===== src/rtl/fbpa_pkg.sv =====
// Shared types and constants for the fixed-size block pool allocator.
// No dependencies; every other file of the block imports this package.
`default_nettype none

package fbpa_pkg;

	localparam int ADDR_W      = 32;
	localparam int BLOCK_W     = 16;
	localparam int FREE_W      = 7;
	localparam int CFG_IDX_W   = 1;
	localparam int CFG_DATA_W  = 32;

	localparam logic [BLOCK_W-1:0]   MIN_BLOCK_SIZE = 16'd8;
	localparam logic [BLOCK_W-1:0]   RST_BLOCK_SIZE = 16'd64;
	localparam logic [ADDR_W-1:0]    RST_POOL_BASE  = 32'd0;

	// Configuration register indexes
	localparam logic [CFG_IDX_W-1:0] REG_POOL_BASE  = 1'b0;
	localparam logic [CFG_IDX_W-1:0] REG_BLOCK_SIZE = 1'b1;

	typedef enum logic {
		OP_ALLOC   = 1'b0,
		OP_RELEASE = 1'b1
	} opcode_t;

	typedef enum logic [2:0] {
		ST_GRANTED    = 3'd0,
		ST_TOO_LARGE  = 3'd1,
		ST_POOL_EMPTY = 3'd2,
		ST_RETURNED   = 3'd3,
		ST_OUTSIDE    = 3'd4,
		ST_LIST_FULL  = 3'd5
	} status_t;

	typedef struct packed {
		opcode_t             opcode;
		logic [BLOCK_W-1:0]  request_size;
		logic [ADDR_W-1:0]   release_address;
	} req_t;

	typedef struct packed {
		status_t             status;
		logic [ADDR_W-1:0]   granted_address;
		logic [FREE_W-1:0]   free_blocks;
	} rsp_t;

	typedef enum logic [1:0] {
		S_IDLE,
		S_EXEC,
		S_READ
	} state_t;

	// Controller to datapath
	typedef struct packed {
		logic capture;
		logic exec;
		logic finish;
	} cmd_t;

	// Datapath to controller
	typedef struct packed {
		logic out_free;
		logic pop;
	} dp_stat_t;

endpackage

`default_nettype wire


===== src/rtl/fbpa_ctrl.sv =====
// Request sequencer of the block pool allocator: capture, execute, read-back.
// Depends on fbpa_pkg for the state and command/status types.
`default_nettype none

module fbpa_ctrl (
	input  wire               clk,
	input  wire               arst_n,
	input  wire               in_valid,
	output logic              in_ready,
	input  fbpa_pkg::dp_stat_t stat,
	output fbpa_pkg::cmd_t    cmd
);
	import fbpa_pkg::*;

	state_t state_q;
	state_t state_nxt;

	always_ff @(posedge clk or negedge arst_n) begin
		if (!arst_n) begin
			state_q <= S_IDLE;
		end else begin
			state_q <= state_nxt;
		end
	end

	always_comb begin
		state_nxt   = state_q;
		in_ready    = 1'b0;
		cmd.capture = 1'b0;
		cmd.exec    = 1'b0;
		cmd.finish  = 1'b0;
		unique case (state_q)
			S_IDLE: begin
				in_ready = 1'b1;
				if (in_valid) begin
					cmd.capture = 1'b1;
					state_nxt   = S_EXEC;
				end
			end
			S_EXEC: begin
				// hold until the result register can take a result
				if (stat.out_free) begin
					cmd.exec  = 1'b1;
					state_nxt = stat.pop ? S_READ : S_IDLE;
				end
			end
			S_READ: begin
				if (stat.out_free) begin
					cmd.finish = 1'b1;
					state_nxt  = S_IDLE;
				end
			end
			default: begin
				state_nxt = S_IDLE;
			end
		endcase
	end

endmodule

`default_nettype wire


===== src/rtl/fbpa_dp.sv =====
// Datapath of the block pool allocator: config registers, free-list memory,
// stack counters and result register. Depends on fbpa_pkg.
`default_nettype none

module fbpa_dp #(
	parameter int CAPACITY = 64
) (
	input  wire                                  clk,
	input  wire                                  arst_n,
	input  fbpa_pkg::cmd_t                       cmd,
	output fbpa_pkg::dp_stat_t                   stat,
	input  fbpa_pkg::req_t                       in_data,
	output logic                                 out_valid,
	input  wire                                  out_ready,
	output fbpa_pkg::rsp_t                       out_data,
	input  wire                                  cfg_we,
	input  wire [fbpa_pkg::CFG_IDX_W-1:0]        cfg_index,
	input  wire [fbpa_pkg::CFG_DATA_W-1:0]       cfg_data
);
	import fbpa_pkg::*;

	localparam int CNT_W = $clog2(CAPACITY + 1);
	localparam int IDX_W = (CAPACITY > 1) ? $clog2(CAPACITY) : 1;
	localparam int OFF_W = $clog2(CAPACITY) + BLOCK_W;

	localparam logic [CNT_W-1:0] CAP_CNT     = CNT_W'(CAPACITY);
	localparam logic [OFF_W-1:0] CAP_K       = OFF_W'(CAPACITY);
	localparam logic [OFF_W-1:0] CAP_M1_K    = OFF_W'(CAPACITY - 1);
	localparam logic [OFF_W-1:0] RST_SPAN    = OFF_W'(CAPACITY * 64);
	localparam logic [OFF_W-1:0] RST_LOW_OFF = OFF_W'((CAPACITY - 1) * 64);

	// config and list state
	logic [ADDR_W-1:0]  base_q;
	logic [BLOCK_W-1:0] bs_q;
	logic [OFF_W-1:0]   span_q;
	logic [CNT_W-1:0]   count_q;
	logic [CNT_W-1:0]   low_q;      // lowest fill since the last rebuild
	logic [OFF_W-1:0]   low_off_q;  // rebuilt offset of slot low_q-1

	logic [OFF_W-1:0]   mem [CAPACITY];
	logic [OFF_W-1:0]   rdata_q;

	req_t               req_q;
	logic               pop_rebuild_q;
	logic [OFF_W-1:0]   pop_off_q;
	rsp_t               out_q;
	logic               out_valid_q;

	// config write
	logic [BLOCK_W-1:0] cfg_bs;
	logic [BLOCK_W-1:0] bs_wr;
	logic [OFF_W-1:0]   span_nxt;
	logic [OFF_W-1:0]   low_off_nxt;

	// request decode
	logic               alloc;
	logic               too_large;
	logic               empty;
	logic               full;
	logic [ADDR_W-1:0]  diff;
	logic               in_pool;
	logic               pop;
	logic               push;
	logic               from_rebuild;
	logic [CNT_W-1:0]   top_cnt;
	logic [CNT_W-1:0]   count_nxt;
	status_t            status;
	logic [OFF_W-1:0]   grant_off;

	always_comb begin
		cfg_bs      = cfg_data[BLOCK_W-1:0];
		bs_wr       = bs_q;
		if (cfg_index == REG_BLOCK_SIZE) begin
			bs_wr = (cfg_bs < MIN_BLOCK_SIZE) ? MIN_BLOCK_SIZE : cfg_bs;
		end
		span_nxt    = CAP_K * OFF_W'(bs_wr);
		low_off_nxt = CAP_M1_K * OFF_W'(bs_wr);
	end

	always_comb begin
		alloc        = (req_q.opcode == OP_ALLOC);
		too_large    = req_q.request_size > bs_q;
		empty        = (count_q == '0);
		full         = (count_q == CAP_CNT);
		diff         = req_q.release_address - base_q;
		in_pool      = (req_q.release_address >= base_q) && (diff < ADDR_W'(span_q));
		pop          = alloc && !too_large && !empty;
		push         = !alloc && in_pool && !full;
		from_rebuild = (count_q == low_q);
		top_cnt      = count_q - CNT_W'(1);
		count_nxt    = count_q;
		if (pop) begin
			count_nxt = count_q - CNT_W'(1);
		end else if (push) begin
			count_nxt = count_q + CNT_W'(1);
		end
		if (alloc) begin
			if (too_large) begin
				status = ST_TOO_LARGE;
			end else if (empty) begin
				status = ST_POOL_EMPTY;
			end else begin
				status = ST_GRANTED;
			end
		end else begin
			if (!in_pool) begin
				status = ST_OUTSIDE;
			end else if (full) begin
				status = ST_LIST_FULL;
			end else begin
				status = ST_RETURNED;
			end
		end
		grant_off = pop_rebuild_q ? pop_off_q : rdata_q;
	end

	// config registers and stack counters
	always_ff @(posedge clk or negedge arst_n) begin
		if (!arst_n) begin
			base_q    <= RST_POOL_BASE;
			bs_q      <= RST_BLOCK_SIZE;
			span_q    <= RST_SPAN;
			count_q   <= CAP_CNT;
			low_q     <= CAP_CNT;
			low_off_q <= RST_LOW_OFF;
		end else if (cfg_we) begin
			// any write rebuilds the full list
			unique case (cfg_index)
				REG_POOL_BASE:  base_q <= cfg_data[ADDR_W-1:0];
				REG_BLOCK_SIZE: bs_q   <= bs_wr;
			endcase
			span_q    <= span_nxt;
			count_q   <= CAP_CNT;
			low_q     <= CAP_CNT;
			low_off_q <= low_off_nxt;
		end else if (cmd.exec) begin
			count_q <= count_nxt;
			if (pop && from_rebuild) begin
				low_q     <= low_q - CNT_W'(1);
				low_off_q <= low_off_q - OFF_W'(bs_q);
			end
		end
	end

	// free-list memory
	always_ff @(posedge clk) begin
		if (cmd.exec && push) begin
			mem[count_q[IDX_W-1:0]] <= diff[OFF_W-1:0];
		end
		if (cmd.exec && pop) begin
			rdata_q <= mem[top_cnt[IDX_W-1:0]];
		end
	end

	// request capture and pop bookkeeping
	always_ff @(posedge clk) begin
		if (cmd.capture) begin
			req_q <= in_data;
		end
		if (cmd.exec && pop) begin
			pop_rebuild_q <= from_rebuild;
			pop_off_q     <= low_off_q;
		end
	end

	// result register
	always_ff @(posedge clk) begin
		if (cmd.exec && !pop) begin
			out_q.status          <= status;
			out_q.granted_address <= '0;
			out_q.free_blocks     <= FREE_W'(count_nxt);
		end else if (cmd.finish) begin
			out_q.status          <= ST_GRANTED;
			out_q.granted_address <= base_q + ADDR_W'(grant_off);
			out_q.free_blocks     <= FREE_W'(count_q);
		end
	end

	always_ff @(posedge clk or negedge arst_n) begin
		if (!arst_n) begin
			out_valid_q <= 1'b0;
		end else if ((cmd.exec && !pop) || cmd.finish) begin
			out_valid_q <= 1'b1;
		end else if (out_ready) begin
			out_valid_q <= 1'b0;
		end
	end

	assign stat.out_free = !out_valid_q || out_ready;
	assign stat.pop      = pop;
	assign out_valid     = out_valid_q;
	assign out_data      = out_q;

endmodule

`default_nettype wire


===== src/rtl/fixed_block_pool_allocator_unit.sv =====
// Fixed-size block pool allocator: LIFO free list of byte offsets.
// A result is registered by the exec step, or by the finish step for a pop; both
// hold while the result register is full. A new request is taken only in idle.
// Reset: base 0, block size 64, list full; no clearing pass, a low-water mark
// serves never-written slots. Depends on fbpa_pkg, fbpa_ctrl and fbpa_dp.
`default_nettype none

module fixed_block_pool_allocator_unit #(
	parameter int CAPACITY = 64
) (
	input  wire                              clk,
	input  wire                              arst_n,
	input  wire                              in_valid,
	output logic                             in_ready,
	input  fbpa_pkg::req_t                   in_data,
	output logic                             out_valid,
	input  wire                              out_ready,
	output fbpa_pkg::rsp_t                   out_data,
	input  wire                              cfg_we,
	input  wire [fbpa_pkg::CFG_IDX_W-1:0]    cfg_index,
	input  wire [fbpa_pkg::CFG_DATA_W-1:0]   cfg_data
);
	import fbpa_pkg::*;

	// The controller walks each request through three steps:
	//   capture - latch the request on its transfer
	//   exec    - classify it, move the stack top, push into the list memory,
	//             and load the result register unless it pops
	//   finish  - for a pop, add the offset read from the list memory (or the
	//             rebuilt offset below the low-water mark) to the pool base
	// The result register stays valid until its transfer, while the next
	// request may already be captured; exec and finish hold while it is full.
	cmd_t     cmd;
	dp_stat_t stat;

	fbpa_ctrl u_ctrl (
		.clk      (clk),
		.arst_n   (arst_n),
		.in_valid (in_valid),
		.in_ready (in_ready),
		.stat     (stat),
		.cmd      (cmd)
	);

	// Slots at or above the lowest fill level reached since the last rebuild
	// have been rewritten by pushes; slots below it still hold k * block_size.
	fbpa_dp #(
		.CAPACITY (CAPACITY)
	) u_dp (
		.clk       (clk),
		.arst_n    (arst_n),
		.cmd       (cmd),
		.stat      (stat),
		.in_data   (in_data),
		.out_valid (out_valid),
		.out_ready (out_ready),
		.out_data  (out_data),
		.cfg_we    (cfg_we),
		.cfg_index (cfg_index),
		.cfg_data  (cfg_data)
	);

endmodule

`default_nettype wire


===== config.mk =====
export PLATFORM = sky130hd
export DESIGN_NAME = fixed_block_pool_allocator_unit
export DESIGN_NICKNAME = d
export VERILOG_FILES = /design/src/rtl/fbpa_pkg.sv /design/src/rtl/fbpa_ctrl.sv /design/src/rtl/fbpa_dp.sv /design/src/rtl/fixed_block_pool_allocator_unit.sv
export SDC_FILE = /design/constraint.sdc
export NUM_CORES = 2
export LEC_CHECK = 0
export BUFFER_PORTS_ARGS = -buffer_cell sky130_fd_sc_hd__buf_4
export CAP_MARGIN = 20
export CORE_ASPECT_RATIO = 1.4
export CORE_MARGIN = 4
export CORE_UTILIZATION = 61
export CTS_BUF_LIST = sky130_fd_sc_hd__clkbuf_8
export DETAILED_ROUTE_END_ITERATION = 6
export MAX_ROUTING_LAYER = met4
export PLACE_DENSITY_LB_ADDON = 0.2
export SYNTH_ARGS = -nofsm -noshare
export SYNTH_HDL_FRONTEND = slang
export SYNTH_SLANG_ARGS = --single-unit

===== constraint.sdc =====
create_clock -name clk -period 26.8 [get_ports clk]
set_input_delay 5.36 -clock clk [delete_from_list [all_inputs] [get_ports clk]]
set_output_delay 5.36 -clock clk [all_outputs]
set_load 0.005 [all_outputs]

Word-level counts from Yosys, hierarchy flattened
Memory sizes are Yosys's and may differ from the RTL's. A register that Yosys moved wholly into a read port is not among the register bits.
Cells that the tools add are included.
{"block": "word_totals", "register_bits": 217, "latch_bits": 0, "ramBits": 1408, "romBits": 0, "word_cells": 98, "mem_count": 1}
{"name": "u_dp.mem", "words": 64, "word_bits": 22, "rd": 1, "rd_clocked_by_memory_dff": 1, "wr": 1, "line": "fbpa_dp.sv:40", "source": "logic [OFF_W-1:0] mem [CAPACITY];"}
{"block": "op_classes", "add_sub_neg": 6, "mul": 1, "div_mod_pow": 0, "n_lt_le_gt_ge": 4, "n_eq_ne": 7, "n_shift": 0, "n_mux": 35, "bitwise": 2, "reduce_logical": 26}
{"op": "$mux W22", "count": 4}
{"op": "$mux W42", "count": 2}
{"op": "$mux W7", "count": 7}
{"op": "$add A32 B22 Y32", "count": 1}
{"op": "$ge A32 B32 Y1", "count": 1}
{"op": "$lt A32 B22 Y1", "count": 1}
{"op": "$mux W16", "count": 2}
{"op": "$sub A32 B32 Y32", "count": 1}
{"op": "$mul A6 B16 Y22 const A", "count": 1}
{"op": "$sub A22 B16 Y22", "count": 1}
{"op": "$gt A16 B16 Y1", "count": 1}
{"op": "$lt A16 B4 Y1 const B", "count": 1}
{"op": "$sub A7 B1 Y7 const B", "count": 2}
{"op": "$mux W3", "count": 4}
{"op": "$mux W1", "count": 10}
{"op": "$mux W2", "count": 5}
{"op": "$logic_and A1 B1 Y1", "count": 9}
{"op": "$reduce_bool A2 Y1", "count": 4}
{"op": "$add A7 B1 Y7 const B", "count": 1}
{"op": "$eq A7 B7 Y1", "count": 1}
{"op": "$eq A7 B7 Y1 const B", "count": 1}
{"op": "$logic_not A7 Y1", "count": 1}
{"op": "$ne A2 B2 Y1 const B", "count": 3}
{"op": "$pmux W2 S3", "count": 1}
{"op": "other kinds (8)", "count": 16}

Depth between registers and ports, before layout
{"block": "logic_depth", "ltp_word": 9, "depth_mapped": 27}

By module
A second synthesis with hierarchy kept.
{"block": "unflattened", "hier_cells": 3801, "hier_area_um2": 69794.4}
{"mod": "fbpa_dp", "instances": 1, "cells_per_inst": 3790, "area_each_um2": 69683.1, "seq_area_each_um2": 48584.1}
{"mod": "fbpa_ctrl", "instances": 1, "cells_per_inst": 11, "area_each_um2": 111.4, "seq_area_each_um2": 50.0}

Least setup slack after synthesis
Ideal clock, no wire load.
{"block": "synth_path", "kind": "input -> register", "from": "input cfg_index", "to": "register u_dp.low_off_q[21]", "setup_ps": 136, "t_arrival_ps": 10518, "required_ps": 26664, "path_slack_ps": 16146, "stages": 25, "n_path_buf": 1, "cell_sequence": "clkbuf_1 inv_1 a41oi_1 nand2_1 o21ai_0 inv_1 fa_1 inv_1 fa_1 inv_1 fa_1 inv_1 ha_1 nor2b_1 o21ai_0 a21oi_1 o21ai_0 a21oi_1 a211oi_1 nor3_1 or3_1 a21o_1 a21oi_1 xnor2_1 mux2i_1"}
{"block": "synth_via", "elab_chain_len": 3}
{"element": "from (decl)", "line": "fixed_block_pool_allocator_unit.sv:20", "source": "input wire [fbpa_pkg::CFG_IDX_W-1:0] cfg_index,"}
{"element": "$mux W16", "line": "fbpa_dp.sv:73", "source": "if (cfg_index == REG_BLOCK_SIZE) begin"}
{"element": "net u_dp.bs_wr[0]", "line": "fbpa_dp.sv:51", "source": "logic [BLOCK_W-1:0] bs_wr;"}
{"element": "$mul A6 B16 Y22", "line": "fbpa_dp.sv:77", "source": "low_off_nxt = CAP_M1_K * OFF_W'(bs_wr);"}
{"element": "$mux W22", "line": "fbpa_dp.sv:126", "source": "end else if (cfg_we) begin"}
{"element": "to (signal assigned)", "line": "fbpa_dp.sv:135", "source": "low_off_q <= low_off_nxt;"}
{"element": "to (signal assigned)", "line": "fbpa_dp.sv:140", "source": "low_off_q <= low_off_q - OFF_W'(bs_q);"}
{"element": "to (decl)", "line": "fbpa_dp.sv:38", "source": "logic [OFF_W-1:0] low_off_q;"}
The timed path passes the listed nets, and every way through them passes these cells.
A chain may end at the register's enable or synchronous reset.

Worst setup path in the final report
Same ends and word-level chain as after synthesis.

==> impl_results.md <==
* GRT Resource Usage Total at between 30% and 40%
* Core ar. at approximately 110000 um^2
* CTS tree: done
* DRC errors left at 0
* Lkg Pwr at approximately 26 nW
* Drt initial violations at 3935
* IO Port Bufs at 130
* Status: finished, final reports clean
* Deepest clock path buffer count at 3
* Post-Route WL at 172000 um
* Final core utilization at between 60% and 70%
* HP Class: reg2reg
* Crit end category: register
* CTS Buf Count at 230
* Unique masters post-synth at 74
* Via density at 6.43
* Clk_lat worst skew at 0.93 ns
* Fraction of registers with async set/reset at 6.25%
* # Max-Cap Violations at 0
* Share of cells above drive strength 1 at between 20% and 30%
* Syn Std Cell Area at 69300 um^2
* Post-synth EDFFs at 1512
* Post-route antenna net violation count at 0
* Crit path arrival time at 11.36 ns
* Mapped Nets at 3961
* H-tree Lvls at 4
* Vias in the first global route at 36800
* Post-Layout Cell Count at 5682
* Setup violations, final at 0
* Critical path type: in2reg
* Clock tree sinks at 1647
* Routed WL per cell at 30.3 um
* CTS root buf: clkbuf_8
* Crit path required time at 27.58 ns
* Setup TNS at 0 ns
* Total design power at 8.11 mW
* Cell area power density at 105 nW/um^2
* Predominant post-synthesis flop cell: edfxtp_1
* Global-route wire length before repair at 251000 um
* Total congestion overflow at 0
* Tmin final at 10.58 ns
* Starting Density at 61.4%
* Pin count of the biggest net entering global routing at 137
* Hold buffer count at CTS at 0
* Rel. slew slack at 29.2%
* Synth Instances at 3698
* Worst VDD drop at 0.0976 mV
* Final Wtd Congestion at 0.890
* Average size of a mapped cell at 18.7 um^2
* Fmax at 94.6 MHz
* Worst slew pin tran at between 1 and 1.5 ns
* Skew final at between 0.04 and 0.05 ns
* Startpoint types: primary input
* DR pass1 iterations at 5
* Post-CTS Setup Bufs at 0
* Syn. warnings at 0
* Area grow syn2layout at 11.5%
* Flip-flop and latch count after synthesis at 1647
* FP Rows at approximately 150
* Max-slew violations at 0
* RSZ-0062 raised after global routing: no
* DP HPWL at 105000 um
* Crit-path max FO at 17
* I/O pins at 131
* Die Width at approximately 290 um
* Register area share after synthesis at 70.2%
* Vias at 36600
* DIE HEIGHT at around 410 um
* Placed instance count at ~5300
* Tcrit/Tclk final at 39.5%
* Nets at approximately 4300
* Clk pin slew, worst setup/hold paths at 0.07 ns
* Hold Fails Final Rpt at 0
* Die area at 119000 um^2
* Post_cts resized at 0
* Initial antenna violation count at 12
[cell usage after synthesis, drive strengths merged (4+ instances only)]
master / number / share of area (%)
a2111oi: 7 / 0.098
a211oi: 23 / 0.25
a21o: 37 / 0.40
a21oi: 113 / 0.82
a22o: 4 / 0.051
a22oi: 4 / 0.043
a31oi: 9 / 0.081
a41oi: 5 / 0.063
and2: 10 / 0.090
and3: 13 / 0.12
buf: 51 / 0.30
clkbuf: 114 / 0.62
dfrtp: 93 / 3.4
dfstp: 10 / 0.38
dfxtp: 32 / 0.92
edfxtp: 1512 / 66
fa: 37 / 1.1
ha: 139 / 2.5
inv: 164 / 0.89
mux2: 36 / 0.59
mux2i: 17 / 0.25
mux4: 462 / 15
nand2: 122 / 0.66
nand2b: 23 / 0.21
nand3: 63 / 0.46
nand3b: 5 / 0.054
nand4: 15 / 0.14
nor2: 156 / 0.85
nor2b: 14 / 0.13
nor3: 35 / 0.25
nor4: 11 / 0.099
o211ai: 8 / 0.087
o21a: 17 / 0.18
o21ai: 126 / 0.91
o21bai: 10 / 0.11
o31a: 4 / 0.051
o31ai: 6 / 0.065
or2: 15 / 0.14
or3: 23 / 0.21
or4: 5 / 0.054
xnor2: 70 / 0.89
xor2: 38 / 0.48
[placed cells by master (no fill, tap or decap), types with 13 or more instances in the layout]
cell      instances
a211oi_1         23
a21o_1           37
a21oi_1         112
and3_1           13
buf_4           238
clkbuf_8        244
clkinv_1         57
clkinv_2         27
dfrtp_1          92
dfxtp_1          32
edfxtp_1       1512
fa_1             37
ha_1            138
inv_1           233
mux2_2           36
mux2i_1          17
mux4_2          462
nand2_1         122
nand2b_1         22
nand3_1          63
nand4_1          15
nor2_1           98
nor2_2           57
nor2b_1          13
nor3_1           29
o21a_1           17
o21ai_0         123
or2_2            14
or3_1            22
xnor2_1          52
xnor2_2          18
xor2_1           34
[flip-flops by register name (all words and copies together), names as in the netlist]
| register | count |
|---|---|
| u_ctrl.state_q | 2 |
| u_dp.base_q | 32 |
| u_dp.bs_q | 16 |
| u_dp.count_q | 7 |
| u_dp.low_off_q | 22 |
| u_dp.low_q | 7 |
| u_dp.mem | 1408 |
| u_dp.out_data | 42 |
| u_dp.out_valid | 1 |
| u_dp.pop_off_q | 22 |
| u_dp.pop_rebuild_q | 1 |
| u_dp.rdata_q | 22 |
| u_dp.req_q | 49 |
| u_dp.span_q | 16 |
[final cells by class]
cell class                 count  area (um^2)
sequential                  1647        48600
fill                        7204        35700
multi-input combinational   1722        19800
clock buffer                 244         3360
timing repair buffer         243         1890
tap                         1480         1850
clock inverter               177         1020
inverter                     164          616
antenna                        5         12.5
[cells by family (layout without fill, tap and decap cells)]
group / count (synthesis) / count (layout) / share of synthesized area (%)
buffers and inverters: 329 / 828 / 1.80
and+or+nand+nor: 521 / 521 / 3.60
adders and majority gates: 179 / 179 / 3.62
DFF: 1647 / 1647 / 70.2
xor gates and xnor gates: 108 / 108 / 1.37
AOI/OAI and AO/OA: 399 / 399 / 3.54
other: 0 / 5 / 0
muxes: 515 / 515 / 15.9
[path summary, 6_finish.rpt]
check | depth (start not counted) | startpoint | slack, ns | end
worst max-delay path | 25 | cfg_index | 16.22 | u_dp.low_off_q[21]$_DFFE_PN0P_
worst min-delay path | 2 | u_dp.out_data[38]$_SDFFE_PP0P_ | 0.46 | u_dp.out_data[38]$_SDFFE_PP0P_
worst max register to register | 25 | u_dp.base_q[0]$_DFFE_PN0P_ | 17.58 | u_dp.mem[57][18]$_DFFE_PP_
worst min register to register | 2 | u_dp.out_data[38]$_SDFFE_PP0P_ | 0.46 | u_dp.out_data[38]$_SDFFE_PP0P_
max in group asynchronous | 2 | arst_n | 20.97 | u_dp.count_q[0]$_DFFE_PN0P_
min in group asynchronous | 1 | arst_n | 4.35 | u_dp.base_q[21]$_DFFE_PN0P_
[metrics by stage]
step                      hold slack (ns)  setup WS [ns]  instance area [um^2]
final                               0.460          16.22                 77200
after global placement              0.439          15.44                 72800
after detailed placement            0.449          15.37                 72800
after CTS                           0.463          16.40                 77200
after global routing                0.496          16.02                 77200
after floorplan                     0.444          16.15                 69300
[critical path, stage by stage]
cell and delay, ns:
buf_4 0.25, inv_1 0.15, a41oi_1 0.42, nand2_1 0.14, o21ai_0 0.31, inv_1 0.15
fa_1 0.56, inv_1 0.07, fa_1 0.54, inv_1 0.05, fa_1 0.50, inv_1 0.04
ha_1 0.30, nor2b_1 0.14, o21ai_0 0.24, a21oi_1 0.13, o21ai_0 0.28, a21oi_1 0.21
a211oi_1 0.39, nor3_1 0.12, or3_1 0.41, a21o_1 0.20, a21oi_1 0.17, xnor2_1 0.13
mux2i_1 0.08
[where the power goes]
part / internal (mW) / leakage [nW] / switching (mW) / total (mW)
clock network: 0.936 / 2.51 / 0.929 / 1.86
logic: 1.08 / 8.28 / 1.74 / 2.82
registers: 3.32 / 15.1 / 0.101 / 3.42
[per-layer routing]
metal	vias to the layer above	GRT usage, %	wire length (um)
met1	19000	37.7	61500
met3	329	5.20	13300
met2	1737	49.8	88400
met5	-	-	0
li1	15500	-	-
met4	0	14.3	8920
Power figures use the tool's default switching activity.
